## config.mk

```make
export PLATFORM = sky130hd
export DESIGN_NAME = echo_retransmit_window_core
export DESIGN_NICKNAME = d
export VERILOG_FILES = /design/src/sv/erw_pkg.sv /design/src/sv/erw_cell.sv /design/src/sv/echo_retransmit_window_core.sv
export SDC_FILE = /design/constraint.sdc
export NUM_CORES = 2
export LEC_CHECK = 0
export BUFFER_PORTS_ARGS = -buffer_cell sky130_fd_sc_hd__buf_2
export CAP_MARGIN = 15
export CELL_PAD_IN_SITES_DETAIL_PLACEMENT = 1
export CELL_PAD_IN_SITES_GLOBAL_PLACEMENT = 2
export CORE_MARGIN = 10
export CORE_UTILIZATION = 40
export CTS_CLUSTER_DIAMETER = 150
export DETAILED_ROUTE_END_ITERATION = 16
export PLACE_DENSITY = 0.75
export SLEW_MARGIN = 5
export SYNTH_ARGS = -nofsm -noshare
export SYNTH_HDL_FRONTEND = slang
export SYNTH_HIERARCHICAL = 1
export SYNTH_SLANG_ARGS = --single-unit
```

## constraint.sdc

```tcl
create_clock -name clk -period 4.6 [get_ports clk]
set_input_delay 0.92 -clock clk [delete_from_list [all_inputs] [get_ports clk]]
set_output_delay 0.92 -clock clk [all_outputs]
set_load 0.05 [all_outputs]
```

## src/sv/erw_pkg.sv

```systemverilog
// Package for the echo retransmit window: sizes, operation and status codes,
// register indexes and the cell control/status structs. No dependencies.
package erw_pkg;

    localparam int DEPTH = 8;
    localparam int IDX_W = $clog2(DEPTH);
    localparam int CNT_W = $clog2(DEPTH + 1);

    localparam logic [1:0] OP_TRACK = 2'd0;
    localparam logic [1:0] OP_REPLY = 2'd1;
    localparam logic [1:0] OP_TICK  = 2'd2;

    localparam logic [3:0] ST_TRACKED   = 4'd0;
    localparam logic [3:0] ST_FULL      = 4'd1;
    localparam logic [3:0] ST_ACKED     = 4'd2;
    localparam logic [3:0] ST_CORRUPT   = 4'd3;
    localparam logic [3:0] ST_FOREIGN   = 4'd4;
    localparam logic [3:0] ST_UNMATCHED = 4'd5;
    localparam logic [3:0] ST_NOT_ECHO  = 4'd6;
    localparam logic [3:0] ST_RESEND    = 4'd7;
    localparam logic [3:0] ST_IDLE      = 4'd8;

    localparam logic REG_TIMEOUT   = 1'b0;
    localparam logic REG_OWN_IDENT = 1'b1;

    typedef struct packed {
        logic write;
        logic set_acked;
        logic clear_busy;
        logic refresh;
    } cell_ctrl_t;

    typedef struct packed {
        logic        busy;
        logic        acked;
        logic        hit;
        logic        expired;
        logic [15:0] ident;
        logic [15:0] sequence_no;
        logic [31:0] tag;
    } cell_status_t;

endpackage

```

## src/sv/erw_cell.sv

```systemverilog
// One window slot: stores an outstanding request and compares it locally
// against the broadcast reply key and the current time. Uses erw_pkg.
module erw_cell
    import erw_pkg::*;
(
    input  logic         clk,
    input  logic         rst_n,
    input  cell_ctrl_t   ctrl,
    input  logic [15:0]  wr_ident,
    input  logic [15:0]  wr_sequence,
    input  logic [31:0]  wr_tag,
    input  logic [31:0]  new_deadline,
    input  logic [15:0]  key_ident,
    input  logic [15:0]  key_sequence,
    input  logic [31:0]  key_tag,
    input  logic [31:0]  time_now,
    output cell_status_t st
);

    logic        busy_reg;
    logic        acked_reg;
    logic [15:0] ident_reg;
    logic [15:0] sequence_reg;
    logic [31:0] tag_reg;
    logic [31:0] deadline_reg;
    logic [31:0] age;

    always_ff @(posedge clk or negedge rst_n)
    begin
        if (!rst_n)
        begin
            busy_reg  <= 1'b0;
            acked_reg <= 1'b0;
        end
        else
        begin
            if (ctrl.write)
            begin
                busy_reg  <= 1'b1;
                acked_reg <= 1'b0;
            end
            else
            begin
                if (ctrl.set_acked)
                    acked_reg <= 1'b1;
                if (ctrl.clear_busy)
                    busy_reg <= 1'b0;
            end
        end
    end

    always_ff @(posedge clk)
    begin
        if (ctrl.write)
        begin
            ident_reg    <= wr_ident;
            sequence_reg <= wr_sequence;
            tag_reg      <= wr_tag;
        end
        if (ctrl.write || ctrl.refresh)
            deadline_reg <= new_deadline;
    end

    // serial-number order: expired when now - deadline is positive
    assign age = time_now - deadline_reg;

    assign st.busy        = busy_reg;
    assign st.acked       = acked_reg;
    assign st.hit         = (ident_reg == key_ident) && (sequence_reg == key_sequence)
                            && (tag_reg == key_tag);
    assign st.expired     = (age != 32'd0) && !age[31];
    assign st.ident       = ident_reg;
    assign st.sequence_no = sequence_reg;
    assign st.tag         = tag_reg;

endmodule

```

## src/sv/echo_retransmit_window_core.sv

```systemverilog
// Echo retransmit window top level: row of slot cells and the scan sequencer.
// Depends on erw_pkg and erw_cell.
//
// Use: raise start with operation and the request/reply fields while busy is
// low; the item transfers on that edge. Results appear one per cycle on the
// result ports, marked by result_valid for one cycle; last marks the final
// result of an item. The receiver cannot stall, so results are never held.
// Track, rejected replies and unused operations: one result in the next
// cycle, block ready again at once.
// Matched reply: scan one slot per cycle up to the hit at position i, then a
// slide freeing n acknowledged tail slots one per cycle. Unmatched reply:
// a scan over the occupied slots, then one result.
// Tick: one slot per cycle over the occupied slots, results trail the scan
// by one find.
// The per-cycle figure is set by the slot mux read by the sequencer.
// cfg_write writes register cfg_index (0 timeout, 1 own ident) at once;
// write only while idle. Reset empties the window, time to zero, timeout 2.
module echo_retransmit_window_core
    import erw_pkg::*;
(
    input  logic        clk,
    input  logic        rst_n,
    input  logic        start,
    output logic        busy,
    input  logic [1:0]  operation,
    input  logic [15:0] ident,
    input  logic [15:0] sequence_req,
    input  logic [31:0] payload_tag,
    input  logic        reply_intact,
    input  logic        reply_is_echo,
    input  logic        cfg_write,
    input  logic        cfg_index,
    input  logic [15:0] cfg_data,
    output logic        result_valid,
    output logic [3:0]  status,
    output logic [2:0]  entry_index,
    output logic [15:0] out_ident,
    output logic [15:0] out_sequence,
    output logic [31:0] out_tag,
    output logic [3:0]  freed_count,
    output logic        last
);

    localparam logic [1:0] S_IDLE  = 2'd0;
    localparam logic [1:0] S_MATCH = 2'd1;
    localparam logic [1:0] S_FREE  = 2'd2;
    localparam logic [1:0] S_TICK  = 2'd3;

    logic [1:0]       state_reg;
    logic [7:0]       timeout_reg;
    logic [15:0]      own_ident_reg;
    logic [IDX_W-1:0] head_reg;
    logic [IDX_W-1:0] tail_reg;
    logic [CNT_W-1:0] occ_reg;
    logic [31:0]      time_reg;
    logic [CNT_W-1:0] cnt_reg;
    logic [IDX_W-1:0] hit_reg;
    logic             pend_reg;
    logic [IDX_W-1:0] pend_slot_reg;
    logic [15:0]      key_ident_reg;
    logic [15:0]      key_sequence_reg;
    logic [31:0]      key_tag_reg;

    logic             rv_reg;
    logic [3:0]       status_reg;
    logic [2:0]       index_reg;
    logic [15:0]      oid_reg;
    logic [15:0]      oseq_reg;
    logic [31:0]      otag_reg;
    logic [3:0]       freed_reg;
    logic             last_reg;

    cell_ctrl_t       ctrl [DEPTH];
    cell_status_t     cst  [DEPTH];
    logic             accept;
    logic             track_ok;
    logic             in_range;
    logic [IDX_W-1:0] slot;
    logic [31:0]      new_deadline;
    cell_status_t     cur;
    cell_status_t     pend_st;
    cell_status_t     hit_st;

    assign accept       = start && (state_reg == S_IDLE);
    assign busy         = (state_reg != S_IDLE);
    assign track_ok     = accept && (operation == OP_TRACK) && (occ_reg < CNT_W'(DEPTH));
    assign in_range     = (cnt_reg < occ_reg);
    assign slot         = tail_reg + cnt_reg[IDX_W-1:0];
    assign new_deadline = time_reg + {24'd0, timeout_reg};
    assign cur          = cst[slot];
    assign pend_st      = cst[pend_slot_reg];
    assign hit_st       = cst[hit_reg];

    always_comb
    begin
        for (int k = 0; k < DEPTH; k++)
        begin
            ctrl[k] = '0;
            ctrl[k].write = track_ok && (head_reg == IDX_W'(k));
            if (slot == IDX_W'(k) && in_range)
            begin
                ctrl[k].set_acked  = (state_reg == S_MATCH) && cur.hit;
                ctrl[k].clear_busy = (state_reg == S_FREE) && cur.acked;
                ctrl[k].refresh    = (state_reg == S_TICK) && cur.busy && !cur.acked
                                     && cur.expired;
            end
        end
    end

    for (genvar g = 0; g < DEPTH; g++)
    begin : g_cell
        erw_cell u_cell (
            .clk          (clk),
            .rst_n        (rst_n),
            .ctrl         (ctrl[g]),
            .wr_ident     (ident),
            .wr_sequence  (sequence_req),
            .wr_tag       (payload_tag),
            .new_deadline (new_deadline),
            .key_ident    (key_ident_reg),
            .key_sequence (key_sequence_reg),
            .key_tag      (key_tag_reg),
            .time_now     (time_reg),
            .st           (cst[g])
        );
    end

    always_ff @(posedge clk or negedge rst_n)
    begin
        if (!rst_n)
        begin
            timeout_reg   <= 8'd2;
            own_ident_reg <= 16'd0;
        end
        else if (cfg_write)
        begin
            unique case (cfg_index)
                REG_TIMEOUT:   timeout_reg   <= cfg_data[7:0];
                REG_OWN_IDENT: own_ident_reg <= cfg_data;
                default:       ;
            endcase
        end
    end

    always_ff @(posedge clk or negedge rst_n)
    begin
        if (!rst_n)
        begin
            state_reg        <= S_IDLE;
            head_reg         <= '0;
            tail_reg         <= '0;
            occ_reg          <= '0;
            time_reg         <= '0;
            cnt_reg          <= '0;
            hit_reg          <= '0;
            pend_reg         <= 1'b0;
            pend_slot_reg    <= '0;
            key_ident_reg    <= '0;
            key_sequence_reg <= '0;
            key_tag_reg      <= '0;
            rv_reg           <= 1'b0;
            status_reg       <= '0;
            index_reg        <= '0;
            oid_reg          <= '0;
            oseq_reg         <= '0;
            otag_reg         <= '0;
            freed_reg        <= '0;
            last_reg         <= 1'b0;
        end
        else
        begin
            rv_reg    <= 1'b0;
            index_reg <= '0;
            oid_reg   <= '0;
            oseq_reg  <= '0;
            otag_reg  <= '0;
            freed_reg <= '0;
            last_reg  <= 1'b1;
            unique case (state_reg)
                S_IDLE:
                begin
                    if (accept)
                    begin
                        key_ident_reg    <= ident;
                        key_sequence_reg <= sequence_req;
                        key_tag_reg      <= payload_tag;
                        cnt_reg          <= '0;
                        pend_reg         <= 1'b0;
                        case (operation)
                            OP_TRACK:
                            begin
                                rv_reg    <= 1'b1;
                                index_reg <= 3'(head_reg);
                                if (track_ok)
                                begin
                                    status_reg <= ST_TRACKED;
                                    oid_reg    <= ident;
                                    oseq_reg   <= sequence_req;
                                    otag_reg   <= payload_tag;
                                    head_reg   <= head_reg + 1'b1;
                                    occ_reg    <= occ_reg + 1'b1;
                                end
                                else
                                    status_reg <= ST_FULL;
                            end
                            OP_REPLY:
                            begin
                                index_reg <= 3'(tail_reg);
                                if (!reply_intact)
                                begin
                                    rv_reg     <= 1'b1;
                                    status_reg <= ST_CORRUPT;
                                end
                                else if (!reply_is_echo)
                                begin
                                    rv_reg     <= 1'b1;
                                    status_reg <= ST_NOT_ECHO;
                                end
                                else if (ident != own_ident_reg)
                                begin
                                    rv_reg     <= 1'b1;
                                    status_reg <= ST_FOREIGN;
                                end
                                else
                                    state_reg <= S_MATCH;
                            end
                            OP_TICK:
                            begin
                                time_reg  <= time_reg + 32'd1;
                                state_reg <= S_TICK;
                            end
                            default:
                            begin
                                rv_reg     <= 1'b1;
                                status_reg <= ST_IDLE;
                            end
                        endcase
                    end
                end
                S_MATCH:
                begin
                    if (!in_range)
                    begin
                        rv_reg     <= 1'b1;
                        status_reg <= ST_UNMATCHED;
                        index_reg  <= 3'(tail_reg);
                        state_reg  <= S_IDLE;
                    end
                    else if (cur.hit)
                    begin
                        hit_reg   <= slot;
                        cnt_reg   <= '0;
                        state_reg <= S_FREE;
                    end
                    else
                        cnt_reg <= cnt_reg + 1'b1;
                end
                S_FREE:
                begin
                    if (in_range && cur.acked)
                        cnt_reg <= cnt_reg + 1'b1;
                    else
                    begin
                        tail_reg   <= slot;
                        occ_reg    <= occ_reg - cnt_reg;
                        rv_reg     <= 1'b1;
                        status_reg <= ST_ACKED;
                        index_reg  <= 3'(hit_reg);
                        oid_reg    <= hit_st.ident;
                        oseq_reg   <= hit_st.sequence_no;
                        otag_reg   <= hit_st.tag;
                        freed_reg  <= 4'(cnt_reg);
                        state_reg  <= S_IDLE;
                    end
                end
                S_TICK:
                begin
                    if (!in_range)
                    begin
                        // flush the held resend as the final one, or report idle
                        rv_reg <= 1'b1;
                        if (pend_reg)
                        begin
                            status_reg <= ST_RESEND;
                            index_reg  <= 3'(pend_slot_reg);
                            oid_reg    <= pend_st.ident;
                            oseq_reg   <= pend_st.sequence_no;
                            otag_reg   <= pend_st.tag;
                        end
                        else
                            status_reg <= ST_IDLE;
                        state_reg <= S_IDLE;
                    end
                    else
                    begin
                        if (cur.busy && !cur.acked && cur.expired)
                        begin
                            if (pend_reg)
                            begin
                                rv_reg     <= 1'b1;
                                status_reg <= ST_RESEND;
                                index_reg  <= 3'(pend_slot_reg);
                                oid_reg    <= pend_st.ident;
                                oseq_reg   <= pend_st.sequence_no;
                                otag_reg   <= pend_st.tag;
                                last_reg   <= 1'b0;
                            end
                            pend_reg      <= 1'b1;
                            pend_slot_reg <= slot;
                        end
                        cnt_reg <= cnt_reg + 1'b1;
                    end
                end
                default:
                    state_reg <= S_IDLE;
            endcase
        end
    end

    assign result_valid = rv_reg;
    assign status       = status_reg;
    assign entry_index  = index_reg;
    assign out_ident    = oid_reg;
    assign out_sequence = oseq_reg;
    assign out_tag      = otag_reg;
    assign freed_count  = freed_reg;
    assign last         = last_reg;

`ifndef NO_ASSERTIONS
    a_occ_bound: assert property (@(posedge clk) disable iff (!rst_n)
        occ_reg <= CNT_W'(DEPTH))
        else $error("window occupancy beyond depth");

    a_accept_reacts: assert property (@(posedge clk) disable iff (!rst_n)
        accept |=> (result_valid || busy))
        else $error("accepted item produced neither result nor work");

    a_more_follows: assert property (@(posedge clk) disable iff (!rst_n)
        (result_valid && !last) |-> busy)
        else $error("non-final result with block idle");
`endif

endmodule

```

# Word level (Yosys, flattened, before mapping)
# Index checks and enable logic that the tools add are counted.
[classes]
n_lt_le_gt_ge = 5
n_reduce_logical = 112
addsub = 15
eq_ne = 63
bitwise_logic = 5
n_mux = 136
[op_table]
columns = ["operator", "n"]
rows = [
  ["binary-select mux 68 bit (select 3 bit)", 3],
  ["== test 16 bit", 16],
  ["== test 32 bit", 8],
  ["2-to-1 mux 64 bit", 4],
  ["nonzero test 32 bit", 8],
  ["subtractor 32 bit", 8],
  ["2-to-1 mux 16 bit", 14],
  ["2-to-1 mux 32 bit", 7],
  ["2-to-1 mux 68 bit", 2],
  ["one-hot mux 16 bit (3 select lines)", 2],
  ["one-hot mux 32 bit (3 select lines)", 1],
  ["2-to-1 mux 4 bit", 21],
  ["logical AND 1 bit", 51],
  ["2-to-1 mux 1 bit", 49],
  ["2-to-1 mux 3 bit", 14],
  ["nonzero test 2 bit", 19],
  ["adder 32 x 1 -> 32 bit (second input constant)", 1],
  ["adder 32 x 8 -> 32 bit", 1],
  ["one-hot mux 4 bit (4 select lines)", 2],
  ["== test 3 bit (second input constant)", 8],
  ["2-to-1 mux 2 bit", 8],
  ["!= test 16 bit", 1],
  ["!= test 2 bit (second input constant)", 8],
  ["!= test 3 bit (second input constant)", 5],
  ["other kinds (35)", 75],
]
[totals]
word_cells = 406
regBits = 1004
in_bits = 89

# Logic depth before layout (Yosys ltp)
[depth]
word_depth = 12
ltp_mapped = 21
mapped_depth_nobuf = 19

# By module
# Netlist, hierarchy kept.
[modules_own_cells]
columns = ["module", "n_inst", "cells_each", "area_each_um2"]
rows = [
  ["erw_cell", 8, 530, 5878.1],
  ["echo_retransmit_window_core", 1, 1522, 18159.9],
]

# Least setup slack after synthesis
# OpenSTA, ideal clock, no wires.
[synth_timing]
kind = "input port to flip-flop"
from = "input port start"
to = "register g_cell[3].u_cell.deadline_reg[0] (enable)"
path_slack_ns = -0.177
t_arrival_ns = 4.402
path_stages = 6
setup_time_ns = 0.375
n_path_buf = 2
path_cell_list = "or3b_1 -> clkbuf_1 -> nor4_2 -> clkbuf_1 -> and2_1 -> or2_2"
[synth_rtl]
columns = ["element", "line_no", "text"]
rows = [
  ["from (decl)", "echo_retransmit_window_core.sv:23", "input logic start,"],
  ["to (signal assigned)", "erw_cell.sv:61", "deadline_reg <= new_deadline;"],
  ["to (decl)", "erw_cell.sv:25", "logic [31:0] deadline_reg;"],
]

==> impl_metrics.py <==
metrics = {
    "pwr": {
        "power.switching_w": 0.0119,
        "ir_drop_v": 0.000346,
        "combPwrFrac_pct": 31.8,
        "p_seq_share_pct": 38.5,
        "p_int_w": 0.0200,
        "p_leak_nw": 34.0,
        "p_sw_share_pct": 37.3,
        "powerDensity_mw_per_mm2": 390,
        "clkPwrFrac_pct": 29.7,
    },
    "global_route": {
        "grt_pass1_wl_mm": 382,
        "grt_usage_pct": 28.1,
        "grt_max_degree": 74,
        "grt_pass1_vias": 56600,
        "grt_overflow": 0,
        "antenna_found_initial": 23,
    },
    "layout": {
        "final_area_mm2": 0.0815,
        "drive_above_1_share_pct": 29.4,
        "syn_to_final_growth_pct": 25.1,
        "nets": 7196,
        "seqCellArea_mm2": 0.0290,
        "multi_input_area_mm2": 0.0347,
        "fill_cells": 17400,
    },
    "place": {
        "gp_congestion": 0.913,
        "pre_cts_slack_ns": -1.18,
        "io_buffers": 166,
        "hpwl_mm": 193,
        "placed_area_mm2": 0.0759,
    },
    "status": {
        "violations": "setup timing",
        "status": "finished, violations left",
    },
    "setup_path": {
        "startpoint_type": "flop",
        "ff2ff_path_depth": 25,
        "r2r-end": "g_cell[3].u_cell/deadline_reg[27]",
        "r2r-start": "time_reg[0]",
        "crit_type": "reg -> reg",
        "critPathArrivalTime_ns": 5.37,
        "path_max_fanout": 16,
        "rrSetupSlack_ns": -0.31,
        "crit_path_end_kind": "flop",
        "cp.required_ns": 5.06,
    },
    "route": {
        "num_vias": 53600,
        "dr.first_iter.drc_count": 4372,
        "ant_nets": 0,
        "drc": 0,
        "wirelength_mm": 261,
        "routed_via_density": 5.88,
        "detail_route.first_pass.iterations": 5,
        "avgRoutedWirePerCell_um": 28.7,
    },
    "clocking": {
        "cts_max_level": 3,
        "tritoncts": "done",
        "cts-root-buf": "clkbuf_16",
        "cts.sink_count": 1004,
        "ctsHoldBuffers": 0,
        "cts_buffers": 107,
        "clkTransAtPathRegs_ns": 0.06,
        "cts_max_path_buffers": 3,
        "insertion_delay_ns": 0.77,
    },
    "timing": {
        "fin_crit_sh_pct": 107,
        "fin_crit_ns": 4.91,
        "hold_violations": 0,
        "fmax_mhz": 204,
        "postLayoutSetupSlackWorst_ns": -0.310,
        "relSlewSlack_pct": 19.7,
        "fin_skew_ns": 0.0670,
        "grt_setup_unrepaired": "yes",
        "setup_viol": 331,
        "slew_violations": 0,
        "tightest_slew_ns": 1.20,
        "hold_ws_ns": 0.0828,
    },
    "die": {
        "start_util_pct": 40.1,
        "die_h_um": 424,
        "fp.dieArea_mm2": 0.180,
        "coreArea_mm2": 0.162,
        "io_pins": 167,
        "num_rows": 148,
        "fp.dieW_um": 424,
    },
    "synthesis": {
        "syn_area_per_cell_um2": 11.3,
        "syn-num-nets": 6132,
        "synth_ff_type": "edfxtp_1",
        "ys_seq_elements": 1004,
        "synth_edf_count": 768,
        "ys_warn_count": 6,
        "synth_top_area_share_pct": 35.4,
        "synth_area_leader_cell": "edfxtp_1",
        "synth_area_mm2": 0.0652,
        "ys_top_cells_by_area": "edfxtp_1 35%, dfrtp_1 9.0%, mux4_2 9.0%",
        "async_flop_share_pct": 23.5,
        "synthCells": 5762,
        "synth_seq_area_share_pct": 44.4,
        "synth_cell_type_count": 88,
    },
    "min_path": {
        "hp-class": "in -> async",
    },
    "run": {
        "cap_violations": 0,
    },
}
==> power by group through the flow <==
stage,sequential [W],combinational (W),clock (W)
after floorplan,0.0125,0.00518,0
after global placement,0.0123,0.00925,0
after detailed placement,0.0124,0.00942,0
after CTS,0.0122,0.00981,0.00957
after global routing,0.0124,0.0107,0.00992
final,0.0123,0.0101,0.00946
==> timing repair <==
action,CTS,global route
setup endpoints to repair,333,333
gates cloned,10,8
buffers inserted,30,7
endpoints found under the hold margin,0,0
gates resized for setup,150,97
pin swaps,52,38
==> cells by family (layout without fill, tap and decap cells) <==
| group | count (synthesis) | after routing | synth area share (%) |
|---|---|---|---|
| AO/OA/AOI/OAI | 1089 | 1089 | 12.2 |
| XOR/XNOR | 713 | 713 | 9.60 |
| adder cells (fa/ha/maj) | 281 | 281 | 5.52 |
| buffers and inverters | 630 | 1788 | 3.90 |
| flip-flops | 1004 | 1004 | 44.4 |
| multiplexers | 448 | 448 | 12.0 |
| other | 0 | 11 | 0 |
| AND/OR/NAND/NOR | 1597 | 1597 | 12.4 |
==> cell type report <==
| cell class | count | share of cell area [%] |
|---|---|---|
| inverters | 360 | 1.67 |
| clock buffers | 142 | 3.68 |
| flip-flops and latches | 1004 | 35.6 |
| clock inverters | 61 | 1.01 |
| well taps | 2175 | 3.34 |
| repair buffers | 1225 | 12.2 |
| multi-input cells | 4128 | 42.5 |
| diodes | 11 | 0.0338 |
==> metal layers <==
| metal | vias up | wire length (um) | GRT usage, % | share of wire [%] |
|---|---|---|---|---|
| met5 | - | 50 | 0 | 0.019 |
| met4 | 8 | 15500 | 14.3 | 6.0 |
| met3 | 516 | 15400 | 3.98 | 5.9 |
| met2 | 1781 | 125000 | 47.0 | 48 |
| met1 | 27500 | 105000 | 35.6 | 40 |
| li1 | 23800 | - | - | - |
==> placed cells by master (no fill, tap or decap), types with 57 or more instances in the layout <==
cell,count
nand2_1,496
a21o_1,84
dfrtp_1,226
nor2_1,243
nand4_1,92
xnor2_1,121
clkbuf_16,119
a211oi_1,62
edfxtp_1,768
mux2i_1,149
o21ai_0,161
xor2_1,589
mux4_2,260
a21oi_1,250
nor3_1,129
o221ai_2,61
inv_1,358
nand3_1,151
ha_1,262
o21a_1,84
nor4_1,159
buf_12,57
buf_2,165
buf_4,951
==> worst max-delay path by stage <==
stage / end / start / cells past startpoint
2_1_floorplan: g_cell[0].u_cell/deadline_reg[0] / time_reg[1] / 17
3_3_place_gp: g_cell[4].u_cell/deadline_reg[13] / time_reg[0] / 22
3_5_place_dp: g_cell[6].u_cell/deadline_reg[25] / time_reg[0] / 23
4_1_cts: out_tag[6] / time_reg[0] / 28
5_1_grt: out_tag[8] / time_reg[0] / 26
6_report: g_cell[3].u_cell/deadline_reg[27] / time_reg[0] / 25
==> through the flow <==
stage	util, %	instances	TNS [ns]	power [W]
floorplan	-	5762	0	0.0177
CTS	49.8	9084	-39.66	0.0316
global route	50.2	9102	-119.70	0.0330
detailed placement	46.7	8841	-311.59	0.0218
global placement	46.7	8841	-276.67	0.0216
finish	50.2	9106	-76.16	0.0318
==> cells in the mapped netlist, types with 152 or more instances <==
master,number
a21oi_1,265
mux4_2,260
nand3_1,152
inv_1,359
clkbuf_1,189
dfrtp_1,235
nor2_1,248
o21ai_0,165
ha_1,270
xor2_1,589
nand2_1,500
nor4_1,178
edfxtp_1,768
==> worst max-delay path: stages, from the launching register on <==
cell      delay [ns]
dfrtp_1         0.37
buf_4           0.12
buf_6           0.09
buf_4           0.10
inv_1           0.04
ha_2            0.19
fa_2            0.35
nand2b_4        0.16
a21oi_4         0.23
buf_6           0.15
o21ai_1         0.07
o21bai_1        0.17
xor2_1          0.20
nor4_2          0.08
buf_4           0.13
nand4_1         0.11
nor4_2          0.06
a21oi_2         0.35
nand2_1         0.15
o22ai_2         0.24
o21ai_4         0.13
buf_6           0.14
or3b_4          0.45
nor2_2          0.12
or2_4           0.22
buf_16          0.18
(Power assumes the default switching activity.)
